### src/hw/rtl/kpvf_pkg.sv
// kpvf_pkg: widths, register indexes, reset values and saturation helpers
// for the position/velocity kalman filter. No dependencies.
`timescale 1ns / 1ps
package kpvf_pkg;

    localparam int DATA_W  = 32;
    localparam int FRAC_W  = 16;
    localparam int DT_W    = 21;
    localparam int NOISE_W = 31;
    localparam int CFG_IDX_W = 3;

    localparam int OP_W   = DATA_W + 1;
    localparam int PROD_W = 2 * OP_W;
    localparam int SUM_W  = DATA_W + 3;
    localparam int DVD_W  = DATA_W + FRAC_W;
    localparam int DCNT_W = $clog2(DVD_W + 1);

    localparam logic [CFG_IDX_W-1:0] CFG_TIME_STEP  = 3'd0;
    localparam logic [CFG_IDX_W-1:0] CFG_PROC_NOISE = 3'd1;
    localparam logic [CFG_IDX_W-1:0] CFG_MEAS_NOISE = 3'd2;
    localparam logic [CFG_IDX_W-1:0] CFG_INIT_POS   = 3'd3;
    localparam logic [CFG_IDX_W-1:0] CFG_INIT_SPEED = 3'd4;

    localparam logic [DT_W-1:0]    RST_TIME_STEP  = DT_W'(655);
    localparam logic [NOISE_W-1:0] RST_PROC_NOISE = NOISE_W'(66);
    localparam logic [NOISE_W-1:0] RST_MEAS_NOISE = NOISE_W'(6554);

    localparam logic signed [DATA_W-1:0] VAL_ONE = DATA_W'(1) << FRAC_W;
    localparam logic signed [DATA_W-1:0] VAL_MAX = {1'b0, {(DATA_W-1){1'b1}}};
    localparam logic signed [DATA_W-1:0] VAL_MIN = {1'b1, {(DATA_W-1){1'b0}}};

    // clamp a wide sum to the data range
    function automatic logic signed [DATA_W-1:0] sat_sum(input logic signed [SUM_W-1:0] v);
        logic signed [DATA_W-1:0] res;
        if (&v[SUM_W-1:DATA_W-1] || ~|v[SUM_W-1:DATA_W-1]) begin
            res = v[DATA_W-1:0];
        end else if (v[SUM_W-1]) begin
            res = VAL_MIN;
        end else begin
            res = VAL_MAX;
        end
        return res;
    endfunction

    // floor shift of a raw product, then clamp
    function automatic logic signed [DATA_W-1:0] sat_prod(input logic signed [PROD_W-1:0] p);
        logic signed [PROD_W-1:0] sh;
        logic signed [DATA_W-1:0] res;
        sh = p >>> FRAC_W;
        if (&sh[PROD_W-1:DATA_W-1] || ~|sh[PROD_W-1:DATA_W-1]) begin
            res = sh[DATA_W-1:0];
        end else if (sh[PROD_W-1]) begin
            res = VAL_MIN;
        end else begin
            res = VAL_MAX;
        end
        return res;
    endfunction

endpackage

### src/hw/rtl/kpvf_div.sv
// kpvf_div: fixed point signed divider, (num << FRAC_W) / den, truncated
// toward zero and clamped; one quotient bit per cycle. Uses kpvf_pkg.
`timescale 1ns / 1ps
module kpvf_div import kpvf_pkg::*; (
    input  logic                     i_clk,
    input  logic                     i_rst_n,
    input  logic                     i_start,
    input  logic signed [DATA_W-1:0] i_num,
    input  logic signed [DATA_W-1:0] i_den,
    output logic                     o_done,
    output logic signed [DATA_W-1:0] o_quo
);

    logic              r_busy;
    logic [DCNT_W-1:0] r_cnt;
    logic [DATA_W-1:0] r_rem;
    logic [DVD_W-1:0]  r_dvd;
    logic [DATA_W-1:0] r_den;
    logic              r_neg;
    logic              r_dz;
    logic              r_nneg;
    logic              r_nzero;

    logic [DATA_W-1:0] num_mag;
    logic [DATA_W-1:0] den_mag;
    logic [DATA_W:0]   shifted;
    logic [DATA_W+1:0] diff;
    logic              ge;

    assign num_mag = i_num[DATA_W-1] ? DATA_W'(-i_num) : DATA_W'(i_num);
    assign den_mag = i_den[DATA_W-1] ? DATA_W'(-i_den) : DATA_W'(i_den);
    assign shifted = {r_rem, r_dvd[DVD_W-1]};
    assign diff    = {1'b0, shifted} - {2'b00, r_den};
    assign ge      = ~diff[DATA_W+1];

    always_ff @(posedge i_clk) begin
        if (!i_rst_n) begin
            r_busy <= 1'b0;
            r_cnt  <= '0;
        end else if (i_start) begin
            r_busy <= 1'b1;
            r_cnt  <= (i_den == '0) ? '0 : DCNT_W'(DVD_W);
        end else if (r_busy) begin
            if (r_cnt != '0) begin
                r_cnt <= r_cnt - 1'b1;
            end else begin
                r_busy <= 1'b0;
            end
        end
    end

    always_ff @(posedge i_clk) begin
        if (i_start) begin
            r_rem   <= '0;
            r_dvd   <= {num_mag, {FRAC_W{1'b0}}};
            r_den   <= den_mag;
            r_neg   <= i_num[DATA_W-1] ^ i_den[DATA_W-1];
            r_dz    <= (i_den == '0);
            r_nneg  <= i_num[DATA_W-1];
            r_nzero <= (i_num == '0);
        end else if (r_busy && r_cnt != '0) begin
            r_rem <= ge ? diff[DATA_W-1:0] : shifted[DATA_W-1:0];
            r_dvd <= {r_dvd[DVD_W-2:0], ge};
        end
    end

    assign o_done = r_busy && (r_cnt == '0);

    always_comb begin
        if (r_dz) begin
            o_quo = r_nzero ? '0 : (r_nneg ? VAL_MIN : VAL_MAX);
        end else if (r_neg) begin
            if (r_dvd > {{FRAC_W{1'b0}}, 1'b1, {(DATA_W-1){1'b0}}}) begin
                o_quo = VAL_MIN;
            end else begin
                o_quo = DATA_W'(-r_dvd[DATA_W-1:0]);
            end
        end else if (|r_dvd[DVD_W-1:DATA_W-1]) begin
            o_quo = VAL_MAX;
        end else begin
            o_quo = r_dvd[DATA_W-1:0];
        end
    end

endmodule

### config.mk
export PLATFORM = sky130hd
export DESIGN_NAME = kpvf_div
export DESIGN_NICKNAME = d
export VERILOG_FILES = /design/src/hw/rtl/kpvf_pkg.sv /design/src/hw/rtl/kpvf_div.sv
export SDC_FILE = /design/constraint.sdc
export NUM_CORES = 1
export LEC_CHECK = 0
export ABC_CLOCK_PERIOD_IN_PS = 4820
export BUFFER_PORTS_ARGS = -buffer_cell sky130_fd_sc_hd__buf_4
export CAP_MARGIN = 0
export CORE_ASPECT_RATIO = 0.75
export CORE_MARGIN = 5
export CORE_UTILIZATION = 55
export CTS_BUF_LIST = sky130_fd_sc_hd__clkbuf_4 sky130_fd_sc_hd__clkbuf_8 sky130_fd_sc_hd__clkbuf_16
export DETAILED_ROUTE_END_ITERATION = 12
export PLACE_DENSITY = 0.81
export SYNTH_ARGS = -nofsm -noshare
export SYNTH_HDL_FRONTEND = slang
export SYNTH_SLANG_ARGS = --single-unit
### constraint.sdc
create_clock -name i_clk -period 4.82 [get_ports i_clk]
set_input_delay 0.482 -clock i_clk [delete_from_list [all_inputs] [get_ports i_clk]]
set_output_delay 0.482 -clock i_clk [all_outputs]
set_load 0.03 [all_outputs]
After elaboration in Yosys (flattened, before gate mapping)
Cells that the tools add are included.
Word-level totals
  flip-flop bits (word level): 123
  bits in latches: 0
  memory bits (writable): 0
  ROM bits: 0
  input port bits: 67
  output and inout port bits: 33
  logic and storage cells: 48
  memories kept: 0
Operators by class
  add/subtract/negate cells: 5
  multipliers: 0
  div/mod/pow operators: 0
  $lt $le $gt $ge: 1
  equality and inequality tests: 0
  shift operators: 0
  mux-type cells: 18
  bitwise gates (word level): 2
  reduce and logical (&&, ||, !) cells: 11
Operators with widths (number)
  32-bit 2-to-1 mux: 8
  48-bit 2-to-1 mux: 2
  32-bit negation: 3
  32-bit zero test: 2
  48-bit by 32-bit > comparator with 1-bit output (second input constant): 1
  33-bit by 32-bit subtractor with 34-bit output: 1
  31-bit 2-to-1 mux: 1
  6-bit 2-to-1 mux: 4
  17-bit OR reduction: 1
  6-bit zero test: 1
  2-bit nonzero test: 3
  6-bit nonzero test: 1
  6-bit by 1-bit subtractor with 6-bit output (second input constant): 1
  1-bit 2-to-1 mux: 3
  1-bit logical AND: 2
  2-bit AND reduction: 1
  1-bit NOT: 1
  1-bit bitwise XOR: 1

Longest topological paths before layout
  depth in word-level cells: 4
  depth in mapped cells: 15
  mapped depth without buffers: 14

Least setup slack after synthesis
No wires, ideal clock.
  path type: register -> output
  start point: reg r_dvd[7]
  end point: out o_quo[27]
  data arrival time: 3.458 ns
  required time: 4.338 ns
  path slack: 0.880 ns
  cell stages (with the launch flop): 12
  cells stage by stage: dfxtp_1 -> clkbuf_1 -> nor4_1 -> nand4_1 -> or4_1 -> or3_1 -> nor3_1 -> nand2_1 -> xnor2_1 -> o21ai_0 -> o31ai_1 -> o21ai_0
Between the ends
  word-level cells in the longest chain between the ends: 4
  elaborated cells between the ends (all ways): 5
RTL lines
  start, declared: RTL line kpvf_div.sv:17  | logic [DVD_W-1:0] r_dvd;
  start signal, assigned: RTL line kpvf_div.sv:55  | r_dvd <= {num_mag, {FRAC_W{1'b0}}};
  start signal, assigned: RTL line kpvf_div.sv:63  | r_dvd <= {r_dvd[DVD_W-2:0], ge};
  48-bit by 32-bit > comparator with 1-bit output or 32-bit negation (tied branches): RTL line kpvf_div.sv:73, kpvf_div.sv:76
  32-bit 2-to-1 mux *: RTL line kpvf_div.sv:73  | if (r_dvd > {{FRAC_W{1'b0}}, 1'b1, {(DATA_W-1){1'b0}}}) begin
  32-bit 2-to-1 mux *: RTL line kpvf_div.sv:72  | end else if (r_neg) begin
  32-bit 2-to-1 mux *: RTL line kpvf_div.sv:70  | if (r_dz) begin
  end, declared: RTL line kpvf_div.sv:11  | output logic signed [DATA_W-1:0] o_quo
Mark *: on every way between the ends. The rest lies on a longest branch, timed or not.

Worst setup path after layout
  start point: reg r_dvd[7]
  end point: out o_quo[29]
The elaborated chain is that of the path after synthesis.

==> results by group <==
Worst setup path
  – CP Max Fanout: 15
  – Critical Path Sink Type: primary output
  – CP required: 4340 ps
  – Startpoint type of the worst setup path: flop
  – Critical path class: flop to primary output
  – Crit path DAT: between 4000 and 5000 ps
  – Flop-to-flop setup slack: ~1000 ps

STA
  – Slew Limit Fails: 0
  – Post-layout minimum cycle time: about 4500 ps
  – Final setup TNS: 0 ps
  – Ratio of final minimum period to clock period: a little over nine tenths
  – Unrepaired setup endpoints after global routing: no
  – Final WS setup: 295.8 ps
  – Slew @ Worst Pin: roughly 1200 ps
  – Relative slew slack: 19.14%
  – Clock skew: 9.799 ps
  – F_max: 0.2210 GHz
  – Fin. Hold Viols: 0
  – Setup-failing EPs final: 0

Clock network
  – Clock Tree Buf Depth: 2
  – Clock root cell: clkbuf_16
  – Cts hold-fix bufs: 0
  – Cts repair resizes: 0
  – Num CTS Buffers: 17
  – CTS Sinks: around 120
  – CTS clk-pin slew, worst paths: 60 ps
  – TritonCTS clock tree: done
  – Post-CTS setup buffers: 0
  – Worst-Skew Late Latency: 420 ps
  – H-tree depth: 4

Floorplan
  – Core box area: 15970 um^2
  – DIE HEIGHT: 120.2 um
  – Die Wd: about 160 um
  – IO Pins: 100
  – Die ar.: 18870 um^2
  – Initial Util: between 50% and 60%
  – Rows: 40

GRT
  – Initial antenna violation count: 0
  – GRT Util Overall: 23.68%
  – First-pass GRT wire length: ~37000 um
  – Overflow after GRT: 0
  – Largest net degree at the start of global routing: 86
  – Vias in the first global route: 7551

Place
  – Cell Area, Placed: slightly below 10000 um^2
  – DP Worst Slack: roughly 840 ps
  – Hpwl dp: around 16000 um
  – Port Buffers: 99
  – Placer Congestion: 0.9368

Synth
  – Syn nets: 1188
  – Mapped Area: ~8900 um^2
  – Yosys reg bits: 123
  – Number of flops mapped to enable cells by yosys: 68
  – Post-synthesis sequential area ratio: about a third
  – Synth async-reset ratio: 0%
  – Avg Cell Area, Syn: approximately 8 um^2
  – Synth unique cells: 60
  – Yosys warns: 0
  – Synth Instances: roughly 1.1k
  – Top_reg_cell synth: edfxtp_1

Routing
  – Detailed Route Iter0 Violations: 822
  – Drt first pass iters: 5
  – Vias post-DR: 8220
  – Antenna Nets Post-Route: 0
  – Residual DRC: 0
  – Vias per Instance: between 6 and 7
  – DR WL/cell: 16.22 um
  – Final WL: 22190 um

Layout
  – Share of cells above drive strength 1: 13.30%
  – Ant diodes: 0
  – Area grow syn2layout: 15.63%
  – Nets: between 1k and 1.5k
  – Layout Utilization: between 60% and 70%
  – Fin area: 10300 um^2

Min path
  – HP Class: input port to flop

Power
  – Maximum VDD drop: ~0.24 mV
  – Total power: around 0.0034 W
  – Leak Pwr: 3.922 nW
  – Power density cells: about 330 nW/um^2

Run
  – Max-Cap Viols: 0

Run status
  – Outcome: finished clean
-- kinds of logic after synthesis --
logic type / synth area share [%]
mux: 3.258
buf+inv: 4.956
xor+xnor: 9.337
fa+ha+maj: 5.420
flops: 35.27
compound gates: 22.24
simple gates: 19.52
-- critical path, stage by stage (launching register included) --
cell	delay, ps
dfxtp_1	370
nor4_1	720
nand2_1	100
nor2_1	350
and3_1	300
nand3_1	130
a21oi_1	230
buf_4	240
nand2_1	340
a311oi_1	410
a21oi_1	60
o21ai_0	150
buf_4	190
-- state kept, by name, indices dropped and copies added (netlist names) --
register,cells
r_neg,1
r_dvd,48
r_nzero,1
r_dz,1
r_rem,32
r_cnt,6
r_den,32
r_busy,1
r_nneg,1
-- worst paths after layout --
path          endpoint  depth (start not counted)      start
max          o_quo[29]                         12   r_dvd[7]
min           r_den[0]                          1   i_den[0]
max reg2reg  r_rem[30]                         14  r_dvd[47]
min reg2reg  r_rem[31]                          2  r_rem[31]
-- through the flow --
step	instances	hold WS, ps
2_1_floorplan	1083	440.9
3_3_place_gp	1336	468.9
3_5_place_dp	1336	475.6
4_1_cts	1368	256.5
5_1_grt	1368	253.0
6_report	1368	270.4
-- layout make-up --
class                   instances  area (um^2)
clock buffers                  21        461.7
clock inverters                11        98.84
fillers                      1310         5662
inverters                      54        202.7
multi-input cells             843         5339
flip-flops and latches        123         3143
well taps                     210        262.8
repair buffers                106        795.8
-- report_power, final --
part           internal [W]  leakage, nW  switching [W]
registers           0.00122         1.13      0.0000782
logic              0.000363         2.52       0.000530
clock network      0.000736        0.275       0.000470
-- placed cells by master, fill, tap and decap left out, types with 10 or more instances in the layout --
| master | instances |
|---|---|
| mux2i_1 | 29 |
| edfxtp_1 | 68 |
| a21oi_1 | 81 |
| ha_1 | 37 |
| a21o_1 | 11 |
| a22o_1 | 12 |
| or3_1 | 10 |
| o21ai_0 | 94 |
| xnor2_1 | 80 |
| o21a_1 | 11 |
| dfxtp_1 | 55 |
| nor3_1 | 29 |
| nor4_1 | 12 |
| clkbuf_16 | 17 |
| or4_1 | 11 |
| nand2b_1 | 13 |
| inv_1 | 54 |
| nand2_1 | 154 |
| buf_4 | 106 |
| nand3_1 | 12 |
| a211oi_1 | 25 |
| nor2_1 | 78 |
| o31ai_1 | 26 |
| xor2_1 | 15 |
-- cells in the mapped netlist (13+ instances only) --
cell	instances	area, um^2
a211oi_1	25	187.7
a21oi_1	81	405.4
clkbuf_1	57	214.0
dfxtp_1	55	1101
edfxtp_1	68	2042
ha_1	37	462.9
inv_1	54	202.7
mux2i_1	29	290.3
nand2_1	154	578.1
nand2b_1	13	81.33
nor2_1	78	292.8
nor3_1	29	145.1
o21ai_0	95	475.5
o31ai_1	26	195.2
xnor2_1	80	700.7
xor2_1	15	131.4
-- per-layer routing --
metal	GRT usage (%)	part of all wire (%)
met2	34.35	43
met3	5.116	7.8
met1	35.37	47
met4	6.883	1.8
met5	0	0
No activity file was read; power rests on OpenSTA's default activity.
